--- src/rtl/vha_pkg.sv ---
// shared types and constants of the versioned handle allocator
// no dependencies
`default_nettype none

package vha_pkg;

   // pool geometry
   localparam int POOL_SLOTS   = 1024;
   localparam int VERSION_BITS = 16;

   // port field widths
   localparam int CMD_W     = 2;
   localparam int IDX_W     = $clog2(POOL_SLOTS);
   localparam int VER_W     = VERSION_BITS;
   localparam int CNT_OUT_W = $clog2(POOL_SLOTS + 1);

   typedef enum logic [CMD_W-1:0] {
      CMD_CREATE  = 2'd0,
      CMD_MARK    = 2'd1,
      CMD_CLEANUP = 2'd2,
      CMD_CHECK   = 2'd3
   } cmd_type;

   typedef enum logic [1:0] {
      ST_OK        = 2'd0,
      ST_POOL_FULL = 2'd1,
      ST_MARK_FULL = 2'd2,
      ST_INVALID   = 2'd3
   } status_type;

   // one decoded request word
   typedef struct packed {
      cmd_type          cmd;
      logic [IDX_W-1:0] index;
      logic [VER_W-1:0] version;
   } item_type;

endpackage

`default_nettype wire

--- src/rtl/vha_req_if.sv ---
// request channel: valid/ready with command, index and version
// depends on vha_pkg
`default_nettype none

interface vha_req_if;
   logic                      valid;
   logic                      ready;
   logic [vha_pkg::CMD_W-1:0] cmd;
   logic [vha_pkg::IDX_W-1:0] entity_index;
   logic [vha_pkg::VER_W-1:0] entity_version;

   modport source (output valid, cmd, entity_index, entity_version, input ready);
   modport sink   (input valid, cmd, entity_index, entity_version, output ready);
endinterface

`default_nettype wire

--- src/rtl/vha_front.sv ---
// front end: accepts request words, decodes the command, two-entry queue
// depends on vha_pkg, vha_req_if
`default_nettype none

module vha_front (
   input  wire              clock,
   input  wire              reset,
   vha_req_if.sink          req,
   output logic             q_valid,
   input  wire              q_ready,
   output vha_pkg::item_type q_item
);

   vha_pkg::item_type entry_ff [2];
   logic       wr_ptr_ff, rd_ptr_ff;
   logic [1:0] count_ff;
   logic       push, pop;
   vha_pkg::item_type decoded;

   // decode incoming word
   always_comb begin
      decoded.cmd     = vha_pkg::cmd_type'(req.cmd);
      decoded.index   = req.entity_index;
      decoded.version = req.entity_version;
   end

   assign req.ready = (count_ff != 2'd2);
   assign push      = req.valid && req.ready;
   assign q_valid   = (count_ff != 2'd0);
   assign pop       = q_valid && q_ready;
   assign q_item    = entry_ff[rd_ptr_ff];

   // queue storage
   always_ff @(posedge clock) begin
      if (push) begin
         entry_ff[wr_ptr_ff] <= decoded;
      end
   end

   // queue pointers
   always_ff @(posedge clock) begin
      if (reset) begin
         wr_ptr_ff <= 1'b0;
         rd_ptr_ff <= 1'b0;
         count_ff  <= 2'd0;
      end else begin
         if (push) wr_ptr_ff <= ~wr_ptr_ff;
         if (pop)  rd_ptr_ff <= ~rd_ptr_ff;
         count_ff <= count_ff + {1'b0, push} - {1'b0, pop};
      end
   end

endmodule

`default_nettype wire

--- src/flat_wrapper.sv ---
// flat-port wrapper written by rule: the top's interface ports become plain ports
module vha_front_flat 
  (clock, reset, q_valid, q_ready, q_item, req_valid, req_cmd, req_entity_index, req_entity_version, req_ready);
  vha_req_if req_i ();
  input  wire clock;
  input  wire reset;
  output logic q_valid;
  input  wire q_ready;
  output vha_pkg::item_type q_item;
  input wire logic [$bits(req_i.valid)-1:0] req_valid;
  input wire logic [$bits(req_i.cmd)-1:0] req_cmd;
  input wire logic [$bits(req_i.entity_index)-1:0] req_entity_index;
  input wire logic [$bits(req_i.entity_version)-1:0] req_entity_version;
  output wire logic [$bits(req_i.ready)-1:0] req_ready;
  assign req_i.valid = req_valid;
  assign req_i.cmd = req_cmd;
  assign req_i.entity_index = req_entity_index;
  assign req_i.entity_version = req_entity_version;
  assign req_ready = req_i.ready;
  vha_front u_core (.clock(clock), .reset(reset), .req(req_i), .q_valid(q_valid), .q_ready(q_ready), .q_item(q_item));
endmodule
--- config.mk ---
export PLATFORM = sky130hd
export DESIGN_NAME = vha_front_flat
export DESIGN_NICKNAME = d
export VERILOG_FILES = /design/src/rtl/vha_pkg.sv /design/src/rtl/vha_req_if.sv /design/src/rtl/vha_front.sv /design/src/flat_wrapper.sv
export SDC_FILE = /design/constraint.sdc
export NUM_CORES = 1
export LEC_CHECK = 0
export ABC_CLOCK_PERIOD_IN_PS = 2500
export BUFFER_PORTS_ARGS = -buffer_cell sky130_fd_sc_hd__buf_4
export CORE_MARGIN = 2
export CORE_UTILIZATION = 54
export CTS_BUF_LIST = sky130_fd_sc_hd__clkbuf_4
export DETAILED_ROUTE_END_ITERATION = 10
export GPL_TIMING_DRIVEN = 0
export HOLD_SLACK_MARGIN = 0.03
export PLACE_DENSITY = 0.88
export SETUP_SLACK_MARGIN = 0.2
export SLEW_MARGIN = 0
export SYNTH_ARGS = -nofsm -noshare
export SYNTH_HDL_FRONTEND = slang
export SYNTH_SLANG_ARGS = --single-unit
--- constraint.sdc ---
create_clock -name clock -period 2.5 [get_ports clock]
set_input_delay 0 -clock clock [delete_from_list [all_inputs] [get_ports clock]]
set_output_delay 0 -clock clock [all_outputs]
set_load 0.05 [all_outputs]
Word level (Yosys, flattened, before mapping). Memory sizes are Yosys's and may differ from the RTL's. A register that Yosys moved wholly into a read port is not among the register bits. Cells that the tools add are included. Widths: inputs -> output; s select.

Latch bits: 0. Input bits: 32. ROM bits: 0. Logic and storage cells: 16. Flip-flop bits (word level): 4. Memories kept: 1. Output and inout port bits: 30. Memory bits (writable): 56.

Memories: u_core.entry_ff (depth 2, width 28, rd ports 1, clocked after Yosys merged registers in 1, wr ports 1, RTL line vha_front.sv:14) `vha_pkg::item_type entry_ff [2];`.

Eq/ne operators: 1. Mux-type cells: 4. $add $sub $neg: 2. Multipliers: 0. Bitwise operators: 2. Magnitude comparators: 0. Div/mod/pow operators: 0. Reduce and logical (&&, ||, !) cells: 3. Shift-type cells: 0.

Operators with widths (number): $mux 1 (4); $add 2x1->2 (1); $logic_and 1x1->1 (2); $ne 2x2->1 const B (1); $not 1->1 (2); $reduce_bool 2->1 (1); $sub 2x1->2 (1).

Logic depth before layout (Yosys ltp). Gate-level depths: netlist of the first run.

Depth after elaboration: 4. Mapped depth: 7. Mapped depth without buffers: 7.

Worst setup path before layout of the first run. No wires, ideal clock.

Path type: register to register. Start point: register u_core.count_ff[0]. End point: memory u_core.entry_ff[0][0] (netlist bit), enable pin. Arrival time: 2357 ps. Buffers on the path: 0. Path slack: -273 ps. Setup time: 416 ps. Required time: 2084 ps. Clock period less this slack: 2773 ps. Cell stages (with the launch flop): 4. Cell sequence: dfxtp_1 nand2b_1 and2_4 nor2b_1.

Longest elaborated chain between the ends: 4.

RTL lines: from (decl) (RTL line vha_front.sv:16) `logic [1:0] count_ff;`; from (signal assigned) (RTL line vha_front.sv:49) `count_ff <= count_ff + {1'b0, push} - {1'b0, pop};`; $ne 2x2->1 (RTL line vha_front.sv:27) `assign req.ready = (count_ff != 2'd2);`; net req_ready (RTL line flat_wrapper.sv:14) `output wire logic [$bits(req_i.ready)-1:0] req_ready;`; $logic_and 1x1->1 (RTL line vha_front.sv:28) `assign push = req.valid && req.ready;`; net u_core.push (RTL line vha_front.sv:17) `logic push, pop;`; $mux 1 (RTL line vha_front.sv:35) `if (push) begin`; $mux 1 (implied by the code) (RTL line vha_front.sv:36) `entry_ff[wr_ptr_ff] <= decoded;`; to (decl) (RTL line vha_front.sv:14).

The timed path passes the listed nets, and every way through them passes these cells.

Final worst setup path of the first run.
Start point: register u_core.count_ff[0]. End point: memory u_core.entry_ff[1][1] (netlist bit), enable pin.

Longest elaborated chain between the ends: 4.

RTL lines (RTL line): $ne 2x2->1 (vha_front.sv:27); $logic_and 1x1->1 (vha_front.sv:28); $mux 1 (vha_front.sv:35); $mux 1 (implied by the code) (vha_front.sv:36).

Every way passes these cells.

==> results, run 1 <==
- The delay of the slowest critical-path stage is 1.05 ns.
- The final instance area is 3288 um2.
- The endpoint required time on the critical path is 2.50 ns.
- The master cell of the clock root buffer is clkbuf_4.
- The filler cells instantiated in the layout total 222.
- The library cells used most frequently in the layout, excluding fill and tap cells, are 61 x buf_4, 56 x edfxtp_1, 30 x dlygate4sd3_1, 20 x mux2_4, 10 x clkbuf_4.
- The number of global-route vias before repair is 1477.
- The die outline height is 69.88 um.
- The run finished with clean final reports.
- The DRC marker count from the first detailed-route iteration is 71.
- The clock reaches the later pin of the worst-skew pair after 0.39 ns.
- The post-synthesis average cell area is 20.74 um2.
- The combined area of the multi-input logic cells is 528.0 um2.
- Timing would allow up to 0.5025 GHz.
- TritonCTS built the clock tree.
- Data on the critical path arrives at its endpoint at 1.99 ns.
- The tightest min-delay check is of the in -> reg type.
- The total count of hold-check failures in the final report is 0.
- The number of synthesized register bits is 61.
- The final cell count without fillers is 268.
- In this run the horizontal extent of the chip is 69.88 um.
- The total die area is 4883 um2.
- In this run the power density over the cells is 1068 nW/um2.
- After layout, the minimum clock period comes to 1.990 ns.
- Power comes to 0.003513 W.
- The register cell area after layout is 1782 um2.
- Dividing the detail-routed wire length by the instance count gives 16.33 um.
- Including well taps, the total number of placed cells is 224.
- STA classifies the critical path startpoint as a register.
- The area growth from synthesis to final layout is 40.31%.
- Across every metal layer, demand over resource in global routing totals 19.83%.
- At the pin with the least slew margin, the transition time is 1.302 ns.
- In the final layout, the share of cells above drive strength 1 is 44.95%.
- The utilization after layout is 80.47%.
- Among all stages on the critical path, the largest delay is contributed by and3_1.
- Once placement finished, the instance area stood at 2867 um2.
- The count of synthesis-stage warnings from yosys is 0.
- The leakage power summed over all cells is 1.316 nW.
- The max-capacitance violation count is 0.
- The first TritonRoute pass finished after 4 iterations.
- Entering global routing, the biggest net connects 29 pins.
- Measured against its own limit, the worst slew margin works out to 13.18%.
- The initial utilization of the core area, before any placement, comes to 57.35%.
- The count of clock tree sinks is 61.
- The first-pass GRT wire length is 7127 um.
- The combined area of all synthesized cells is 2343 um2.
- For this run, the post-layout net count is 249.
- In this design, the largest share of critical-path delay is due to simple AND/OR/NAND/NOR gates.
- The portion of the clock cycle consumed by the worst path in the final layout is 79.60%.
- During placement, the flow inserted port buffers numbering 61.
- Once detailed placement completed, the half-perimeter wirelength came to 2678 um.
- The core region area is 4086 um2.
- The clock-pin slew reported for the worst setup and hold paths after clock tree synthesis is 0.08 ns.
- In this run the post-CTS setup repair buffer count came out at 0.
- Counting distinct cell types in the post-synthesis netlist gives 18.
- The setup violation total in the final timing report is 0.
- The top-level port count is 62.
- In the routed design, unresolved DRC markers number 0.
- The register area share after synthesis is 76.03%.
- Buffers inserted during clock tree synthesis total 9.
- The repair_antennas step left the layout with diodes totalling 0.
- The summed negative setup slack over all endpoints is 0 ns.
- For this block, the routed nets add up to 4376 um of wire.
- Dividing the detail-routed via count by the number of cells gives 4.929.
- The overall via count from detail_route is 1321.
- The maximum fanout encountered on the critical timing path is 28.
- The number of buffer and inverter instances along the worst setup path is 0.
- After technology mapping, the gate count stands at 113.
- The number of nets produced by synthesis is 147.
- The number of buffers between clock root and the deepest sink is 2.
- Setup repair after global routing left no endpoint under its margin.
- The congestion estimate from routability-driven global placement came to 0.7308.
- The critical path goes through nand2b_1 -> and3_1.
- The number of resized instances in the post-cts repair step is 0.
- Global routing finished with a remaining overflow of 0.
- The critical path in this run is classified as reg -> reg.
- The detail route stage leaves a number of antenna-violating nets equal to 0.
- The commonest non-fill, non-tap cell in the layout is buf_4.
- The clock skew after layout is 0.009324 ns.
- The worst-case IR drop observed on VDD is 1.050 mV.
- The number of cell rows is 23.
- The number of antenna violations at the first check in global routing is 0.
- The nature of the critical path endpoint is a register.
- The number of levels in the clock H-tree is 3.
- The count of pins over their slew limit is 0.
==> layout make-up <==
cell class,instances,area share [%]
flip-flops and latches,61,54.19
repair buffers,91,23.06
multi-input cells,47,16.06
clock buffers,10,2.283
well taps,50,1.903
clock inverters,4,1.256
plain buffers,3,1.027
inverters,2,0.2283
==> sequential cells by signal (all words and copies together) (netlist names), named ones only <==
| register | count |
|---|---|
| u_core.rd_ptr_ff | 1 |
| u_core.count_ff | 2 |
| u_core.entry_ff | 56 |
| u_core.wr_ptr_ff | 1 |
==> path summary, 6_finish.rpt <==
| check | startpoint | to | slack (ns) | depth (start not counted) |
|---|---|---|---|---|
| worst max register to register | u_core.count_ff[0] | u_core.entry_ff[1][1] | 0.51 | 2 |
| worst max-delay path | u_core.count_ff[0] | u_core.entry_ff[1][1] | 0.51 | 2 |
| worst min-delay path | q_ready | u_core.rd_ptr_ff | 0.07 | 4 |
| worst min register to register | u_core.rd_ptr_ff | u_core.rd_ptr_ff | 0.53 | 2 |
==> metal layers <==
metal  GRT usage [%]  part of all wire, %  vias up
met5               0                    0        -
met4           8.974                  1.6        0
met3           5.628                  4.1        6
met2           35.24                   55       48
met1           21.98                   40      632
li1                -                    -      635
==> synth_stat cells <==
master	number	share of area [%]
edfxtp_1	56	72
mux2_4	20	13
mux2_1	8	3.8
dfxtp_1	5	4.3
nor2_1	4	0.64
buf_6	3	1.4
ha_1	2	1.1
inv_1	2	0.32
nand2b_1	2	0.53
nor2b_1	2	0.53
xnor2_1	2	0.75
and2_4	1	0.37
and3_1	1	0.27
nand3_1	1	0.21
o21a_1	1	0.32
o21ai_1	1	0.21
or2_2	1	0.27
xor2_1	1	0.37
==> through the flow <==
stage / setup WS [ns] / hold slack [ns]
final: 0.5100 / 0.06758
after global routing: 0.3486 / 0.1082
after CTS: 0.2540 / 0.05401
after detailed placement: 0.2671 / 0.1886
after global placement: 0.3551 / 0.1847
after floorplan: 0.2564 / 0.07161
==> tightest hold or removal path, delay by kind of cell <==
kind                   cells  cell delay [ns]
XOR/XNOR                   1             0.09
AO/OA/AOI/OAI              1             0.17
buffers and inverters      1             0.08
AND/OR/NAND/NOR            1             0.08
==> repair_timing <==
item	in CTS	in global routing
hold buffers	30	0
endpoints found under the setup margin	0	0
hold endpoints to repair	61	0
==> power by group <==
part           switching, W  internal [W]  total (W)
sequential        0.0000547       0.00130    0.00135
combinational      0.000960      0.000590    0.00155
clock              0.000312      0.000296   0.000608
total               0.00133       0.00219    0.00351
==> cells by family (layout without fill, tap and decap cells) <==
group	Yosys count	in the layout	share of synthesized area (%)
flops	61	61	76.03
fa+ha+maj	2	2	1.068
buf+inv	5	110	1.762
mux	28	28	16.66
simple gates	12	12	2.830
compound gates	2	2	0.5338
xor+xnor	3	3	1.121
No activity file was read; power rests on OpenSTA's default activity.
==> inputs of run 2 (changes only) <==
ABC_AREA = 1   (was not set)
ABC_CLOCK_PERIOD_IN_PS = 1800   (was 2500)
CORE_UTILIZATION = 49   (was 54)
PLACE_DENSITY = 0.84   (was 0.88)
clock period = 1.8 ns   (was 2.5 ns; I/O delays follow)
==> run 2 against run 1 <==
Die area increased by 11%. Area after synthesis increased by 1.2%. Critical path depth increased by 2. Final cell count increased by 11%. Via count increased by 11%. Flip-flop and latch count unchanged. Largest power group unchanged. Clock skew about the same. Count of clock-buffer cells in the layout decreased by 1.
==> results, run 2 <==
- The run finished with clean final reports.
- Synthesis produced a netlist with a net count of 159.
- The first global-routing pass estimated 6872 um of wire.
- The filler cells instantiated in the layout total 287.
- The net load switching power is 0.001871 W.
- The first TritonRoute pass finished after 4 iterations.
- After synthesis, the netlist uses 12 different library cells.
- The placer's final routability congestion estimate is 0.6479.
- In this run the count of I/O pins placed on the die edge is 62.
- By count the netlist is led by 56 x edfxtp_1, 20 x mux2_4, 9 x inv_1, 9 x nor2_1.
- The register area share after synthesis is 75.15%.
- Sorting the synthesized cells by area gives the leading types as edfxtp_1 71%, mux2_4 13%, dfxtp_1 4.2%, mux2_2 3.8%, buf_12 1.7%.
- The overall via count from detail_route is 1470.
- The synthesized design contains 61 register bits.
- The count of clock tree sinks is 61.
- In this run the clock root is driven by a clkbuf_4.
- The final critical delay including setup and external delays is 1.513 ns.
- The clock-pin slew reported for the worst setup and hold paths after clock tree synthesis is 0.09 ns.
- Along the worst path, the maximum fanout reaches 10.
- The combinational group share of total power is 42.0%.
- In this design, the stage delay of the slowest critical-path cell is 0.33 ns.
- In this run the remaining antenna-violating nets after routing total 0.
- The max-capacitance violation count is 0.
- The count of synthesis-stage warnings from yosys is 0.
- At the pin with the least slew margin, the transition time is 0.4936 ns.
- For the worst setup path, the data arrival time is 1.51 ns.
- The worst-case register-to-register setup slack is 0.34 ns.
- The origin of the critical flop-to-flop path is u_core.count_ff[1].
- In the routed layout, each cell is associated on average with a via count of 4.949.
- Cells with a size suffix above 1 make up 50.62% of the layout.
- More flip-flops sit in one register than any other, and that register is u_core.entry_ff.
- The path class of the lowest-slack min-delay path is in -> reg.
- The combined area of all synthesized cells is 2371 um2.
- The post-synthesis instance total is 125.
- The setup violation total in the final timing report is 0.
- The internal power of the cells totals 0.003199 W.
- The critical path ends at q_item[11].
- Each instance of the synthesized netlist takes up on average 18.97 um2.
- The summed negative setup slack over all endpoints is 0 ns.
- For this configuration, the core starts out at a cell density of 50.53%.
- The global routing usage summed across all routing layers is 18.33%.
- The detailed placement HPWL is 2701 um.
- The worst pin sits at a relative slew slack of 67.02%.
- Walking the worst path, the cells encountered are buf_6 -> buf_12 -> mux2_4 -> buf_4.
- The largest voltage drop on the vdd net is 1.214 mV.
- Leaving out fill and tap cells, the most frequent cells in the layout are 67 x buf_4, 56 x edfxtp_1, 31 x dlygate4sd3_1, 20 x mux2_4, 9 x clkbuf_4.
- The upper clock frequency limit is 0.6609 GHz.
- The count of pins over their slew limit came to 0.
- The region available for standard cell placement spans 4692 um2.
- Clock tree synthesis inserted a total of 9 buffers.
- The residual overflow from global routing is 0.
- The number of global-route vias before repair is 1455.
- The library cell used most frequently in the layout, excluding fill and tap cells, is buf_4.
- The setup path with the least slack is of type reg -> out.
- The most area-hungry cell type in the Yosys netlist is edfxtp_1.
- The final cell count without fillers is 297.
- The register cell area after layout is 1783 um2.
- The maximum number of pins on one net before global-route repair is 15.
- The residual DRC count is 0.
- The repair_antennas step left the layout with diodes totalling 0.
- Counting along the longest clock path gives a buffer depth of 2.
- Of the total power, registers draw 37.4%.
- The DRC marker count from the first detailed-route iteration is 42.
- Setup repair after global routing left no endpoint under its margin.
- The number of antenna violations at the first check in global routing is 0.
- Dividing total power by cell area gives a power density of 1453 nW/um2.
- The die span in x is 73.56 um.
- The number of I/O port buffers is 61.
- In the final layout, the registers with the most flip-flops are u_core.entry_ff (56), u_core.count_ff (2).
- The number of cell rows is 25.
- The clock network fraction of total power is 20.6%.
- The flip-flop count of the largest register, all copies and words added is 56.
- In this run the cell area measured after placement is 2915 um2.
- The area growth from synthesis to final layout is 47.23%.
- The die outline height is 73.56 um.
- After synthesis, the largest area contributor takes up 70.92% of total cell area.
- The most common cell in the synthesized netlist is edfxtp_1.
- At the worst endpoint, the required time is 1.80 ns.
- The sum of routed wire length over all layers is 4679 um.
- The routed wirelength normalized by instance count is 15.75 um.
- The number of levels in the clock H-tree is 3.
- The final instance area is 3491 um2.
- The number of cells on the worst reg-to-reg path is 8.
- The slowest stage of the critical path belongs to the cell dfxtp_1.
- The leakage power summed over all cells is 1.422 nW.
- The predominant post-synthesis flop cell is edfxtp_1.
- At the later pin of the worst-skew pair, clock insertion delay measures 0.40 ns.
- The nature of the critical path endpoint is an output port.
- For the final database, setup skew stands at 0.009071 ns.
- In the final layout, the multi-input gates occupy 533.0 um2.
- The switching power as a share of total power is 36.91%.
- In this run the critical register-to-register path is captured at u_core.count_ff[1].
- The total count of hold-check failures in the final report was 0.
- The number of placed instances, taps included, is 240.
- For this run, the post-layout net count is 272.
- In the finished design, the share of the clock period the worst path needs comes to 84.06%.
- The die covers 5411 um2.
- The number of enable-type register cells in the synthesized netlist is 56.
- STA classifies the critical path startpoint as a register.
- TritonCTS built the clock tree.
- Of all flip-flops after synthesis, the portion carrying an async set or reset was 0%.
## run 2: power by group through the flow
stage | Sequential, W | Combinational, W | Clock, W
6_report | 0.00189 | 0.00213 | 0.00104
2_1_floorplan | 0.00190 | 0.00148 | 0
3_5_place_dp | 0.00192 | 0.00196 | 0
4_1_cts | 0.00189 | 0.00208 | 0.00107
5_1_grt | 0.00192 | 0.00223 | 0.00114
3_3_place_gp | 0.00191 | 0.00193 | 0
## run 2: critical path: cells and delay by family, from the launching register on
family | cells | cell delay [ns]
buffers and inverters | 3 | 0.47
DFF | 1 | 0.33
muxes | 1 | 0.31
## run 2: worst min-delay path by stage
stage	start	end	slack (ns)	cells past startpoint
floorplan	reset	u_core.count_ff[0]	0.07	1
finish	reset	u_core.count_ff[0]	0.32	3
global route	reset	u_core.count_ff[0]	0.29	3
CTS	reset	u_core.count_ff[0]	0.28	3
detailed placement	reset	u_core.count_ff[0]	0.17	2
global placement	reset	u_core.count_ff[0]	0.17	2
## run 2: stage by stage
stage | power (W) | utilization [%] | setup WS (ns) | hold slack (ns)
2_1_floorplan | 0.003373 | - | 0.2631 | 0.07122
3_3_place_gp | 0.003832 | 62.13 | 0.1634 | 0.1659
3_5_place_dp | 0.003877 | 62.13 | 0.1297 | 0.1721
4_1_cts | 0.005042 | 73.15 | 0.1937 | 0.2823
5_1_grt | 0.005287 | 74.40 | 0.2006 | 0.2943
6_report | 0.005071 | 74.40 | 0.2869 | 0.3198
## run 2: final cells by class
cell class                 count  area share [%]
tap                           54           1.935
buffer                         3           1.470
clock buffer                   9           1.935
sequential                    61           51.08
timing repair buffer         100           24.44
multi-input combinational     53           15.27
timing repair inverter         1          0.2151
clock inverter                 7           2.581
inverter                       9           1.075
## run 2: layer usage
| layer | up-vias | wire, um | GRT usage (%) |
|---|---|---|---|
| met2 | 51 | 2400 | 29.96 |
| met1 | 717 | 1982 | 21.71 |
| met3 | 9 | 198 | 5.624 |
| met5 | - | 0 | 0 |
| met4 | 0 | 97 | 9.697 |
| li1 | 693 | - | - |
## run 2: what timing repair did
| item | in CTS | in global routing |
|---|---|---|
| cloned | 2 | 0 |
| hold buffers | 31 | 0 |
| pin swaps | 1 | 0 |
| hold endpoints to repair | 61 | 0 |
| gates resized for setup | 2 | 2 |
| buffers inserted | 4 | 4 |
| setup endpoints to repair | 58 | 53 |
## run 2: kinds of logic after synthesis
group	Yosys count	share of synthesized area (%)
AO/OA/AOI/OAI	2	0.4222
adder cells (fa/ha/maj)	2	1.055
buffers and inverters	12	3.588
flip-flops	61	75.15
multiplexers	28	16.46
AND/OR/NAND/NOR	20	3.324
